`src/rtl/core/fwpb_pkg.sv`:
```
`default_nettype none
package fwpb_pkg;
    localparam int FLOW_ENTRIES_DEF = 1024;
    localparam int NUM_TORS_DEF     = 64;
    localparam int NUM_PATHS_DEF    = 8;

    localparam int TIME_W   = 48;
    localparam int WEIGHT_W = 20;
    localparam int FID_W    = 32;
    localparam int TOR_W    = 6;
    localparam int APATH_W  = 3;
    localparam int RND_W    = 16;
    localparam int CFG_IDX_W = 3;
    localparam int CFG_DATA_W = 32;

    localparam logic [WEIGHT_W-1:0] WEIGHT_ONE = 20'h10000;
    localparam logic [WEIGHT_W-1:0] WEIGHT_MAX = 20'hFFFFF;
    localparam logic [15:0] CUT_Q16   = 16'd43909;
    localparam logic [15:0] SHARE_Q16 = 16'd21627;

    localparam logic [CFG_IDX_W-1:0] REG_TIMEOUT  = 3'd0;
    localparam logic [CFG_IDX_W-1:0] REG_HALF_RTT = 3'd1;
    localparam logic [CFG_IDX_W-1:0] REG_MODE     = 3'd2;
    localparam logic [CFG_IDX_W-1:0] REG_RECENT   = 3'd3;
    localparam logic [CFG_IDX_W-1:0] REG_PATHS    = 3'd4;

    localparam logic [1:0] MODE_UNIFORM  = 2'd0;
    localparam logic [1:0] MODE_WEIGHTED = 2'd1;
    localparam logic [1:0] MODE_NONE     = 2'd2;
    localparam logic [1:0] MODE_RSVD     = 2'd3;

    // one-hot sequencer states
    typedef enum logic [13:0] {
        ST_IDLE   = 14'b00000000000001,
        ST_FLRD   = 14'b00000000000010,
        ST_FLCHK  = 14'b00000000000100,
        ST_WSCAN  = 14'b00000000001000,
        ST_WACC   = 14'b00000000010000,
        ST_FLWR   = 14'b00000000100000,
        ST_OUT    = 14'b00000001000000,
        ST_MKRD   = 14'b00000010000000,
        ST_MKCHK  = 14'b00000100000000,
        ST_CNT    = 14'b00001000000000,
        ST_CNTA   = 14'b00010000000000,
        ST_MULT   = 14'b00100000000000,
        ST_DIV    = 14'b01000000000000,
        ST_ADD    = 14'b10000000000000
    } state_t;

    typedef struct packed {
        logic        start;
        logic [19:0] dividend;
        logic [3:0]  divisor;
    } div_req_t;
endpackage
`default_nettype wire

```
`src/rtl/core/fwpb_div.sv`:
```
`default_nettype none
// restoring divider, one quotient bit per cycle
module fwpb_div (
    input  wire logic              aclk,
    input  wire logic              aresetn,
    input  wire fwpb_pkg::div_req_t req,
    output logic                   done,
    output logic [19:0]            quot
);
    import fwpb_pkg::*;
    logic [19:0] q_reg, q_next;
    logic [4:0]  rem_reg, rem_next;
    logic [4:0]  cnt_reg, cnt_next;
    logic        busy_reg, busy_next;
    logic [4:0]  trial;

    always_comb begin
        q_next = q_reg;
        rem_next = rem_reg;
        cnt_next = cnt_reg;
        busy_next = busy_reg;
        trial = {rem_reg[3:0], q_reg[19]};
        if (req.start) begin
            q_next = req.dividend;
            rem_next = '0;
            cnt_next = 5'd20;
            busy_next = 1'b1;
        end else if (busy_reg) begin
            if (trial >= {1'b0, req.divisor}) begin
                rem_next = trial - {1'b0, req.divisor};
                q_next = {q_reg[18:0], 1'b1};
            end else begin
                rem_next = trial;
                q_next = {q_reg[18:0], 1'b0};
            end
            cnt_next = cnt_reg - 5'd1;
            if (cnt_reg == 5'd1) begin
                busy_next = 1'b0;
            end
        end
    end

    always_ff @(posedge aclk) begin
        if (!aresetn) begin
            busy_reg <= 1'b0;
            cnt_reg <= '0;
        end else begin
            busy_reg <= busy_next;
            cnt_reg <= cnt_next;
        end
        q_reg <= q_next;
        rem_reg <= rem_next;
    end

    assign done = !busy_reg && !req.start;
    assign quot = q_reg;
endmodule
`default_nettype wire

```
`config.mk`:
```
export PLATFORM = sky130hd
export DESIGN_NAME = fwpb_div
export DESIGN_NICKNAME = d
export VERILOG_FILES = /design/src/rtl/core/fwpb_pkg.sv /design/src/rtl/core/fwpb_div.sv
export SDC_FILE = /design/constraint.sdc
export NUM_CORES = 1
export LEC_CHECK = 0
export BUFFER_PORTS_ARGS = -buffer_cell sky130_fd_sc_hd__buf_2
export CAP_MARGIN = 30
export CORE_UTILIZATION = 51
export DETAILED_ROUTE_END_ITERATION = 6
export PLACE_DENSITY = 0.8
export SLEW_MARGIN = 20
export SYNTH_ARGS = -nofsm -noshare
export SYNTH_HDL_FRONTEND = slang
export SYNTH_SLANG_ARGS = --single-unit
```
`constraint.sdc`:
```
create_clock -name aclk -period 5.1 [get_ports aclk]
set_input_delay 0.51 -clock aclk [delete_from_list [all_inputs] [get_ports aclk]]
set_output_delay 0.51 -clock aclk [all_outputs]
set_load 0.05 [all_outputs]
```
==> impl_metrics.tcl <==
set metrics [dict create \
    cts_buffers 5 \
    multi_input_comb_area_um2 616 \
    clock_skew_ns 0.00478 \
    wirelength_met1_um 1140 \
    worst_ep_required_time_ns 4.59 \
    track_usage 0.174 \
    hold_class "in -> reg" \
    wirelength_um 2580 \
    wire_per_inst_um 13.2 \
    drt_pre_antenna_iters 4 \
    met2_length_um 1270 \
    diodes 0 \
    initial_core_util 0.537 \
    cp-end-kind "primary output" \
    grt_pass1_wl_um 4150 \
    routed_via_density 5.22 \
    worst_path_dominant_cell_family "buffers and inverters" \
    synthCells 113 \
    outcome "finished clean" \
    final_core_util 0.653 \
    cts-htree-levels 2 \
    ant_nets 0 \
    hold_violations 0 \
    drc 0 \
    yosysWarnings 0 \
    final_layout_size_suffix_gt1_frac 0.476 \
    highest_layer "met3" \
    cp_max_fo 28 \
    rows 19 \
    cp_num_buf_inv 2 \
    die_w_um 55.6 \
    die-area_um2 3100 \
    holdCritStartpoint "aresetn" \
    clk_pin_slew_ns 0.09 \
    min_period_over_period 0.371 \
    crit_path_start_kind "input pin" \
    met3WireLength_um 164 \
    r2r_cells 5 \
    cpMostUsedCell "buf_2" \
    synth_cell_types 31 \
    nNetsFinal 197 \
    dpl.hpwl_um 1860 \
    worst_r2r_endpoint "quot[0]$_DFFE_PN_" \
    post_cts_buffers 0 \
    syn_to_final_growth_pct 21.6 \
    slew_violations 0 \
    critPathArrivalTime_ns 1.38 \
    max_stage_delay_ns 0.32 \
    num_vias 1017 \
    power_density_nw_per_um2 345 \
    r2r_slack_ns 3.26 \
    netlist_area_um2 1470 \
    cts_tree "done" \
    slew_headroom 0.474 \
    grt_pass1_vias 949 \
    clock_latency_ns 0.32 \
    crit_path_top_delay_cell "buf_2" \
    drt_first_iter_violations 37 \
    finalSetupViolCount 0 \
    clock_path_buffers 2 \
    synth_seq_cells 30 \
    syn_area_per_cell_um2 13.0 \
    drv_cap 0 \
    ff_latch_area_um2 801 \
    io_buffer_count 47 \
    grt_max_degree 29 \
    clock-root-buffer "clkbuf_4" \
    fillers 213 \
    p_leak_uw 0.000785 \
    cts_num_sinks 30 \
    critical_path_class "in -> out" \
    tightest_slew_ns 0.787 \
    grt_overflow 0 \
    coreArea_um2 2730 \
    min_path_cells 2 \
    ys_seq_area_frac 0.546 \
    routabilityCongestion 0.769 \
    rr_startpoint "rem_reg[0]$_SDFFE_PP0P_" \
    antenna_found_initial 0 \
    hold_path_end "cnt_reg[2]$_SDFFE_PN0N_" \
    io_pins 48 \
    period_minus_slack_ns 1.89 \
    crit_chain "buf_2 -> nor2_1 -> buf_2" \
    syn_nets 147 \
    tns_ns 0 \
    cts_resized 0 \
    largest_reg_flops 20 \
    cts_hold_buf 0 \
    dieHeight_um 55.6 \
    rsz0062_at_grt "no" \
    ir_worst_vdd_uv 330 \
    max_freq_mhz 529 \
]
## where the power goes
part           internal [uW]  switching (uW)  leakage, uW
sequential               289            15.9     0.000284
clock                   66.8            77.4    0.0000353
combinational           58.1             109     0.000466
## how the worst max path moves through the flow
stage                 start            endpoint  slack, ns  cells past startpoint
global route        req[24]                done       3.11                      3
CTS                 req[24]                done       3.20                      3
detailed placement  req[24]  quot[16]$_DFFE_PN_       2.93                      3
global placement     req[1]   quot[0]$_DFFE_PN_       3.00                      7
finish              req[24]                done       3.21                      3
floorplan           req[24]   quot[0]$_DFFE_PN_       2.70                      3
## final cells by class
| cell class | instances | share of cell area |
|---|---|---|
| clock buffer | 7 | 0.0309 |
| clock inverter | 1 | 0.00281 |
| inverter | 9 | 0.0189 |
| multi-input combinational | 70 | 0.345 |
| sequential | 30 | 0.449 |
| tap | 31 | 0.0217 |
| timing repair buffer | 47 | 0.132 |
## cells in the final DEF, fill, tap and decap left out, drive strengths merged, types with 2 or more instances in the layout
cell	n
inv	9
mux2	20
nor4b	3
a311oi	2
nor3	2
ha	6
nor2b	3
nor2	6
o21ai	2
clkbuf	7
dfxtp	10
xor2	2
buf	47
o21a	2
o21bai	2
xnor2	3
or2	2
nand2	4
edfxtp	20
## worst reg2reg max path, cell delays in order (launching register included)
cell and delay, ns:
dfxtp_1 0.42, ha_1 0.27, nor2b_1 0.15, o221a_4 0.26
or2_4 0.25, mux2_2 0.26
## Yosys cell counts
master | n | share of area
clkbuf_1 | 2 | 0.0051
nor2b_1 | 3 | 0.013
o221a_4 | 1 | 0.014
or2_4 | 1 | 0.0060
or4b_2 | 1 | 0.0068
nand2_1 | 4 | 0.010
ha_1 | 6 | 0.051
inv_1 | 9 | 0.023
a211oi_1 | 1 | 0.0051
nor2_1 | 6 | 0.015
edfxtp_1 | 20 | 0.41
o22ai_1 | 1 | 0.0043
nor4b_1 | 3 | 0.018
and2_1 | 1 | 0.0043
o21ai_0 | 2 | 0.0068
a221o_1 | 1 | 0.0068
nand2b_1 | 1 | 0.0043
or2_1 | 1 | 0.0043
xor2_1 | 2 | 0.012
buf_2 | 2 | 0.0068
o21a_1 | 2 | 0.010
a311oi_1 | 2 | 0.012
nor3_1 | 2 | 0.0068
nand4_1 | 1 | 0.0043
a21oi_1 | 1 | 0.0034
a21o_2 | 1 | 0.0060
mux2_2 | 20 | 0.15
dfxtp_1 | 10 | 0.14
o21bai_1 | 2 | 0.010
xnor2_1 | 3 | 0.018
fa_1 | 1 | 0.014
## kinds of logic after synthesis
kind of cell | Yosys count | synth area share
and+or+nand+nor | 24 | 0.0929
muxes | 20 | 0.153
xor gates and xnor gates | 5 | 0.0298
DFF | 30 | 0.546
adders and majority gates | 7 | 0.0648
AOI/OAI and AO/OA | 14 | 0.0784
buffers and inverters | 13 | 0.0350
## stage by stage
stage                     power [uW]  cells  cell area [um^2]  worst slack, ns  hold WS [ns]
final                            616    195              1780             3.21         0.444
after global routing             647    195              1780             3.11         0.429
after CTS                        621    195              1780             3.20         0.430
after detailed placement         477    187              1720             2.93         0.496
after global placement           473    187              1720             3.00         0.457
after floorplan                  438    113              1470             2.70         0.426
## per-layer routing
| metal | track usage | up-vias |
|---|---|---|
| li1 | - | 507 |
| met1 | 0.230 | 479 |
| met2 | 0.279 | 31 |
| met3 | 0.0651 | 0 |
| met4 | 0.0321 | 0 |
| met5 | 0 | - |
Power figures use the tool's default switching activity.
