<file path="src/rtl/core/fwpb_ram.sv">
`default_nettype none
module fwpb_ram #(
    parameter int WIDTH = 8,
    parameter int DEPTH = 16
) (
    input  wire logic                     aclk,
    input  wire logic                     we,
    input  wire logic [$clog2(DEPTH)-1:0] waddr,
    input  wire logic [WIDTH-1:0]         wdata,
    input  wire logic [$clog2(DEPTH)-1:0] raddr,
    output logic      [WIDTH-1:0]         rdata
);
    logic [WIDTH-1:0] mem [DEPTH];
    always_ff @(posedge aclk) begin
        if (we) begin
            mem[waddr] <= wdata;
        end
        rdata <= mem[raddr];
    end
endmodule
`default_nettype wire

</file>
<file path="config.mk">
export PLATFORM = sky130hd
export DESIGN_NAME = fwpb_ram
export DESIGN_NICKNAME = d
export VERILOG_FILES = /design/src/rtl/core/fwpb_ram.sv
export SDC_FILE = /design/constraint.sdc
export NUM_CORES = 1
export LEC_CHECK = 0
export BUFFER_PORTS_ARGS = -buffer_cell sky130_fd_sc_hd__buf_2
export CORE_UTILIZATION = 60
export DETAILED_ROUTE_END_ITERATION = 10
export MAX_ROUTING_LAYER = met4
export PLACE_DENSITY = 0.78
export SLEW_MARGIN = 20
export SYNTH_ARGS = -nofsm -noshare
export SYNTH_HDL_FRONTEND = slang
export SYNTH_SLANG_ARGS = --single-unit
</file>
<file path="constraint.sdc">
create_clock -name aclk -period 5.49 [get_ports aclk]
set_input_delay 1.647 -clock aclk [delete_from_list [all_inputs] [get_ports aclk]]
set_output_delay 1.647 -clock aclk [all_outputs]
set_load 0.1 [all_outputs]
</file>
==> reports/results.ini, run 1 <==
[timing]
finalSetupViolCount = 0
report.final.slew_viol_count = 0
finalCriticalPeriod_ns = 3.12
finalSetupTns_ns = 0
hold_viol_final = 0
fin_crit_sh = 0.567
fin_hold_ws_ns = 0.666
worst_pin_slew_ns = 1.03
fmax_mhz = 321
finClkSkew_ns = 0.00673
max_slew_margin = 0.313
rsz0062_at_grt = false

[route]
drtIter0Drc = 254
routed_wl_um = 9650
antenna_left = 0
dr_total_vias = 2472
drtPass1Iterations = 5
wire_per_inst_um = 25.2
avgViaCountPerCell = 6.45
post-route-drc-count = 0

[logic_synthesis]
syn_nets = 247
synth_top_cells_by_area = edfxtp_1 75%, mux4_2 7.9%, mux4_1 7.1%, dfxtp_1 3.1%, a22oi_1 2.3%
syn_area_mm2 = 0.00515
yosysTopAreaCellShare = 0.747
ys_top_cells_by_count = 128 x edfxtp_1, 18 x mux4_2, 16 x a22oi_1
ys_warn_count = 0
synth.ff_latch_count = 136
synth.avg_cell_area_um2 = 22.5
synth_seq_area_share = 0.778
async_flop_share = 0
postSynthCellCount = 229
ys_types = 19
synth_top_area_cell = edfxtp_1
synth_flop_cell = edfxtp_1
synth_edf_count = 128
yosysMostFrequentCell = edfxtp_1

[final_layout]
drive_above_1_share = 0.277
syn2layout_area_growth_pct = 14.0
seqCellArea_mm2 = 0.00400
antenna_cells = 0
layoutNonFillerInstCount = 383
finalNetCount = 284
final_cell_area_mm2 = 0.00587
multi_input_area_mm2 = 0.00106
fill_cells = 485

[clock_network]
post_cts_buffers = 0
cts_tree = done
cts_sinks = 136
cts_resized = 0
cts_hold_buffers = 0
cts_buffers = 17
clockBufferDepth = 2
worst_skew_pair.late_latency_ns = 0.52
htreeDepth = 4
root_buffer = clkbuf_8
path_clk_slew_ns = 0.06

[power_and_ir_drop]
finalPower_mw = 2.32
ir_drop_mv = 0.210
p_leak_nw = 1.95
p_per_area_mw_per_mm2 = 395

[placed_design]
placed_area_mm2 = 0.00535
globalplace.congestion = 0.828
port_buffers = 25
place_hpwl_um = 5660
dp_cells = 352

[worst_setup_path]
required_ns = 5.87
cp_slowest_stage_delay_ns = 0.76
end_kind = flop
crit_slowest_cell = buf_2
path_max_fanout = 32
critPathKind = in2reg
r2r_start = mem[9][4]$_DFFE_PP_
path_buf_inv = 1
cp.arrival_ns = 3.50
critPathLaunchType = primary input
path_delay_family = buffers and inverters
crit_chain = buf_2 -> mux4_1 -> a22oi_1 -> nand2_1
crit_path_start = raddr[0]

[run]
cap_violations = 0

[floorplan]
die_width_um = 94.6
row_count = 33
die_h_um = 94.6
die_area_mm2 = 0.00895
start_util = 0.623
fp.coreArea_mm2 = 0.00826
io-pin-count = 26

[run_status]
outcome = finished, final reports clean

[global_routing]
grt_usage = 0.252
grt_max_degree = 33
grt_pass1_wl_um = 14300
grt_overflow = 0
antenna_found_initial = 0
first_global_vias = 2427

[min_path]
min_path_type = reg2reg
hp-start = mem[12][3]$_DFFE_PP_

==> worst min-delay path, cell delays in order, from the launching register on <==
cell and delay [ns]:
edfxtp_1 0.32, mux4_2 0.22, a22oi_1 0.06, nand2_1 0.05
==> flip-flops by register name (all words and copies together), names as in the netlist <==
signal / flops
rdata: 8
mem: 128
==> cells by family after synthesis <==
| group | synth area share |
|---|---|
| multiplexers | 0.150 |
| AO/OA/AOI/OAI | 0.0233 |
| flip-flops | 0.778 |
| AND/OR/NAND/NOR | 0.0318 |
| buffers and inverters | 0.0168 |
==> through the flow <==
stage,util,setup slack (ns)
2_1_floorplan,-,2.35
3_3_place_gp,0.647,1.71
3_5_place_dp,0.647,1.85
4_1_cts,0.711,2.33
5_1_grt,0.711,2.26
6_report,0.711,2.37
==> where the power goes <==
group	switching, mW	internal [mW]	leakage [nW]
logic	0.109	0.0416	0.487
clock network	0.412	0.589	0.242
registers	0.00793	1.16	1.22
total	0.529	1.79	1.95
==> per-layer routing <==
| metal | wire (um) | up-vias | global-route usage | share of wire |
|---|---|---|---|---|
| met5 | 0 | - | - | 0 |
| met4 | 192 | 0 | 0.117 | 0.020 |
| met3 | 962 | 19 | 0.0773 | 0.10 |
| met2 | 4670 | 151 | 0.360 | 0.48 |
| met1 | 3820 | 1252 | 0.335 | 0.40 |
| li1 | - | 1050 | - | - |
==> final timing paths <==
path                                    endpoint  slack [ns]  cells after the start
worst max register to register  rdata[4]$_DFF_P_        4.03                      3
worst max-delay path            rdata[4]$_DFF_P_        2.37                      4
worst min register to register  rdata[3]$_DFF_P_        0.67                      3
worst min-delay path            rdata[3]$_DFF_P_        0.67                      3
==> cells in the final DEF (no fill, tap or decap) <==
cell type / synthesis / layout
clkinv_2: 0 / 4
and2b_1: 1 / 1
nor3_1: 4 / 3
nand2_1: 9 / 9
buf_2: 3 / 25
buf_4: 1 / 3
nand3b_1: 2 / 2
nor2b_1: 1 / 1
nand2b_1: 2 / 2
dfxtp_1: 8 / 8
clkbuf_16: 0 / 16
nand3_1: 1 / 1
nor2_1: 13 / 13
a22oi_1: 16 / 16
clkinv_1: 0 / 2
or3b_2: 1 / 1
bufinv_16: 0 / 1
edfxtp_1: 128 / 128
nor3_2: 0 / 1
clkinvlp_4: 0 / 6
mux4_2: 18 / 18
mux4_1: 14 / 14
and2_1: 1 / 1
clkbuf_8: 0 / 1
clkinv_4: 0 / 1
==> cell type report <==
type / instances / share of cell area
flip-flops and latches: 136 / 0.682
clock inverters: 14 / 0.0190
clock buffers: 17 / 0.0705
multi-input cells: 83 / 0.181
well taps: 105 / 0.0224
repair buffers: 28 / 0.0251
Note: power is estimated with default switching activity, not from simulation.
==> run 2: changes to the inputs <==
- ABC_AREA: unset -> 1
- clock period: 5.49 -> 3.1 ns (I/O delays scaled with it)
==> run 2 against run 1 <==
Net effect: critical path depth decreased by 3; first-iteration DRC count increased by 97%; worst hold slack improved by 0.021 ns; largest power group unchanged; clock power increased by 100%; combinational power increased by 120%; power increased by 91%; area after synthesis increased by 12%; critical endpoint is now rdata[3].
==> reports/results.ini, run 2 <==
[clock_network]
post_cts_buffers = 0
cts_resized = 0
worst_skew_pair.late_latency_ns = 0.52
clockBufferDepth = 2
cts_tree = done
htreeDepth = 4
cts_buffers = 17
cts_sinks = 136
path_clk_slew_ns = 0.06
root_buffer = clkbuf_8
cts_hold_buffers = 0

[run]
cap_violations = 0

[route]
route.met2.wl_um = 6570
dr_total_vias = 3949
avgViaCountPerCell = 5.52
post-route-drc-count = 0
antenna_left = 0
highest_layer = met4
wl_met3_um = 1140
wl_met1_um = 4880
drtIter0Drc = 501
routed_wl_um = 13200
drtPass1Iterations = 6
wire_per_inst_um = 18.4

[logic_synthesis]
ys_warn_count = 0
syn_nets = 569
synth_top_area_cell = edfxtp_1
ys_top_cells_by_count = 173 x nand2_1, 128 x edfxtp_1, 100 x inv_1
async_flop_share = 0
postSynthCellCount = 551
synth.avg_cell_area_um2 = 10.5
ys_types = 12
yosysTopAreaCellShare = 0.667
synth_seq_area_share = 0.694
synth_top_cells_by_area = edfxtp_1 67%, nand2_1 11%, nand3_1 8.4%, inv_1 6.5%, dfxtp_1 2.8%
yosysMostFrequentCell = nand2_1
synth_flop_cell = edfxtp_1
synth.ff_latch_count = 136
synth_edf_count = 128
syn_area_mm2 = 0.00577

[floorplan]
io-pin-count = 26
row_count = 35
die_h_um = 100
die_area_mm2 = 0.0100
die_width_um = 100
start_util = 0.621
fp.coreArea_mm2 = 0.00928

[final_layout]
final_cell_area_mm2 = 0.00652
fill_cells = 645
final_common_cell = nand2_1
syn2layout_area_growth_pct = 13.1
antenna_cells = 0
drive_above_1_share = 0.104
largest_reg_flops = 128
regMostFlops = mem
layoutNonFillerInstCount = 716
top_regs = mem (128), rdata (8)
finalNetCount = 592
layout_common_cells = 173 x nand2_1, 128 x edfxtp_1, 100 x inv_1

[timing]
worst_pin_slew_ns = 0.887
finClkSkew_ns = 0.00567
final.setup.worst_slack_ns = 0.812
hold_viol_final = 0
rsz0062_at_grt = false
finalCriticalPeriod_ns = 2.29
fmax_mhz = 437
max_slew_margin = 0.407
finalSetupTns_ns = 0
report.final.slew_viol_count = 0
fin_crit_sh = 0.738
finalSetupViolCount = 0

[power_and_ir_drop]
p_sw_frac = 0.237
power_frac_comb = 0.075
ir_drop_mv = 0.505
p_per_area_mw_per_mm2 = 679
seqPwrFrac = 0.467
p_leak_nw = 2.82
p_switching_mw = 1.05
power.internal_mw = 3.38
clockPowerShare = 0.458

[worst_setup_path]
cp.arrival_ns = 1.36
required_ns = 2.17
cp_slowest_stage_delay_ns = 0.46
critPathKind = reg2out
crit_chain = buf_2
critPathLaunchType = flop
crit_slowest_cell = buf_2
path_max_fanout = 1
path_delay_family = buffers and inverters
end_kind = primary output
path_buf_inv = 1

[placed_design]
globalplace.congestion = 0.903
place_ws_ns = 0.792
port_buffers = 25
place_hpwl_um = 7680
dp_cells = 684
placed_area_mm2 = 0.00592

[global_routing]
grt_usage = 0.293
antenna_found_initial = 0
grt_pass1_wl_um = 20300
grt_max_degree = 65
grt_overflow = 0
first_global_vias = 3894

[min_path]
min_path_type = reg2reg

[run_status]
outcome = finished, final reports clean

[run 2: cells by family (layout without fill, tap and decap cells)]
kind of cell | after synthesis | in the layout | share of synthesized area
buffers and inverters | 126 | 162 | 0.0952
DFF | 136 | 136 | 0.694
and+or+nand+nor | 289 | 289 | 0.210
[run 2: cell type report]
class,instances,area [um2],area share
Sequential cell,136,4000,0.614
Multi-Input combinational cell,289,1210,0.186
Clock buffer,19,432,0.0662
Inverter,102,383,0.0587
Clock inverter,13,169,0.0259
Tap cell,129,161,0.0247
Timing Repair Buffer,28,160,0.0246
[run 2: power by group through the flow]
stage	Sequential, mW	Combinational, mW	Clock, mW
global placement	2.11	0.318	0
global route	2.07	0.352	2.11
floorplan	2.19	0.145	0
CTS	2.07	0.328	2.03
finish	2.07	0.331	2.03
detailed placement	2.11	0.322	0
[run 2: stage by stage]
step,hold slack [ns],utilization,power (mW)
after floorplan,0.607,-,2.34
after global placement,0.636,0.638,2.43
after detailed placement,0.671,0.638,2.43
after CTS,0.687,0.703,4.43
after global routing,0.765,0.703,4.54
final,0.688,0.703,4.43
[run 2: worst reg2reg max path, cell delays in order, from the launching register on]
cell and delay, ns:
edfxtp_1 0.39, inv_1 0.09, nand2_1 0.06, nand3_1 0.13, nand3_1 0.14, nand3_1 0.16
nand2_1 0.08
[run 2: worst paths after layout]
path                        start          endpoint  cells after the start  slack [ns]
max              rdata[3]$_DFF_P_          rdata[3]                      1        0.81
min          mem[14][5]$_DFFE_PP_  rdata[5]$_DFF_P_                      6        0.69
max reg2reg   mem[1][6]$_DFFE_PP_  rdata[6]$_DFF_P_                      6        1.94
min reg2reg  mem[14][5]$_DFFE_PP_  rdata[5]$_DFF_P_                      6        0.69
[run 2: metal layers]
metal / global-route usage / vias up
met1: 0.348 / 1813
met4: 0.134 / 0
met3: 0.0536 / 68
li1: - / 1824
met5: - / -
met2: 0.490 / 244
==> run 3: changes to the inputs <==
- clock period: 3.1 -> 2.2 ns (I/O delays scaled with it)
==> run 3 against run 2 <==
Net effect: worst setup slack lost 0.58 ns; clock skew grew 0.00068 ns; worst hold slack lost 0.18 ns; design area grew 1.6%; first-iteration DRC count shrank 37%; non-clock buffer count grew 17; via count shrank 0.86%; critical path type unchanged; largest power group unchanged; highest routed layer unchanged.
==> reports/results.ini, run 3 (synthesis gave the netlist of run 2 again) <==
[clock_network]
cts_tree = done
path_clk_slew_ns = 0.06
cts_buffers = 17
cts_resized = 0
post_cts_buffers = 0
worst_skew_pair.late_latency_ns = 0.52
cts_hold_buffers = 0
htreeDepth = 4
clockBufferDepth = 2
cts_sinks = 136
root_buffer = clkbuf_8

[global_routing]
first_global_vias = 3787
antenna_found_initial = 0
grt_overflow = 0
grt_usage = 0.290
grt_max_degree = 65
grt_pass1_wl_um = 20200

[placed_design]
globalplace.congestion = 0.842
placed_area_mm2 = 0.00605
place_hpwl_um = 7280
port_buffers = 25

[route]
drtPass1Iterations = 6
drtIter0Drc = 315
wire_per_inst_um = 17.4
antenna_left = 0
avgViaCountPerCell = 5.34
post-route-drc-count = 0
dr_total_vias = 3915
routed_wl_um = 12800

[final_layout]
top_regs = mem (128), rdata (8)
final_common_cell = nand2_1
largest_reg_flops = 128
drive_above_1_share = 0.123
seqCellArea_mm2 = 0.00400
fill_cells = 647
multi_input_area_mm2 = 0.00121
finalNetCount = 609
antenna_cells = 0
regMostFlops = mem
layout_common_cells = 173 x nand2_1, 128 x edfxtp_1, 100 x inv_1
syn2layout_area_growth_pct = 14.9
final_cell_area_mm2 = 0.00662

[timing]
finalCriticalPeriod_ns = 1.97
finalSetupViolCount = 0
fin_crit_sh = 0.896
worst_pin_slew_ns = 0.637
hold_viol_final = 0
report.final.slew_viol_count = 0
max_slew_margin = 0.575
fmax_mhz = 507
finalSetupTns_ns = 0
finClkSkew_ns = 0.00635
rsz0062_at_grt = false

[floorplan]
row_count = 35
start_util = 0.621
die_h_um = 100
io-pin-count = 26
fp.coreArea_mm2 = 0.00928
die_area_mm2 = 0.0100
die_width_um = 100

[power_and_ir_drop]
power_frac_comb = 0.077
ir_drop_mv = 0.561
finalPower_mw = 6.13
seqPwrFrac = 0.475
p_leak_nw = 2.90
p_per_area_mw_per_mm2 = 926
power.internal_mw = 4.71
clockPowerShare = 0.448
p_sw_frac = 0.232
p_switching_mw = 1.43

[worst_setup_path]
cp.arrival_ns = 1.31
path_max_fanout = 1
path_buf_inv = 1
path_delay_family = buffers and inverters
required_ns = 1.54
crit_chain = buf_2
critPathLaunchType = flop
crit_slowest_cell = buf_2
cp_slowest_stage_delay_ns = 0.44
critPathKind = reg2out
end_kind = primary output

[min_path]
min_path_type = in2reg

[run]
cap_violations = 0

[run_status]
outcome = finished, final reports clean

[run 3: power by group through the flow]
| stage | Sequential (mW) | Combinational, mW | Clock, mW |
|---|---|---|---|
| global placement | 2.97 | 0.455 | 0 |
| finish | 2.91 | 0.471 | 2.75 |
| detailed placement | 2.97 | 0.462 | 0 |
| CTS | 2.91 | 0.469 | 2.76 |
| global route | 2.92 | 0.507 | 2.88 |
| floorplan | 3.09 | 0.204 | 0 |
[run 3: final cells by class]
cell class	count	area share
clock inverters	14	0.0236
repair buffers	45	0.0434
well taps	129	0.0244
flip-flops and latches	136	0.604
clock buffers	18	0.0631
multi-input cells	289	0.183
inverters	102	0.0578
[run 3: worst paths after layout]
path / from / to / cells after the start / slack [ns]
worst max-delay path: rdata[7]$_DFF_P_ / rdata[7] / 1 / 0.23
worst min-delay path: raddr[3] / rdata[1]$_DFF_P_ / 3 / 0.51
worst max register to register: mem[5][4]$_DFFE_PP_ / rdata[4]$_DFF_P_ / 6 / 1.10
worst min register to register: mem[6][7]$_DFFE_PP_ / rdata[7]$_DFF_P_ / 6 / 0.68
[run 3: per-layer routing]
| metal | up-vias | GRT usage | wire (um) |
|---|---|---|---|
| met3 | 35 | 0.0662 | 993 |
| met1 | 1821 | 0.379 | 5200 |
| met5 | - | - | 0 |
| li1 | 1853 | - | - |
| met2 | 206 | 0.445 | 6290 |
| met4 | 0 | 0.117 | 291 |
[run 3: through the flow]
stage	hold WS, ns	instances	util	setup WS [ns]
floorplan	0.607	551	-	0.589
global route	0.516	733	0.713	0.198
CTS	0.500	733	0.713	0.225
global placement	0.650	701	0.652	0.292
finish	0.513	733	0.713	0.229
detailed placement	0.665	701	0.652	0.263
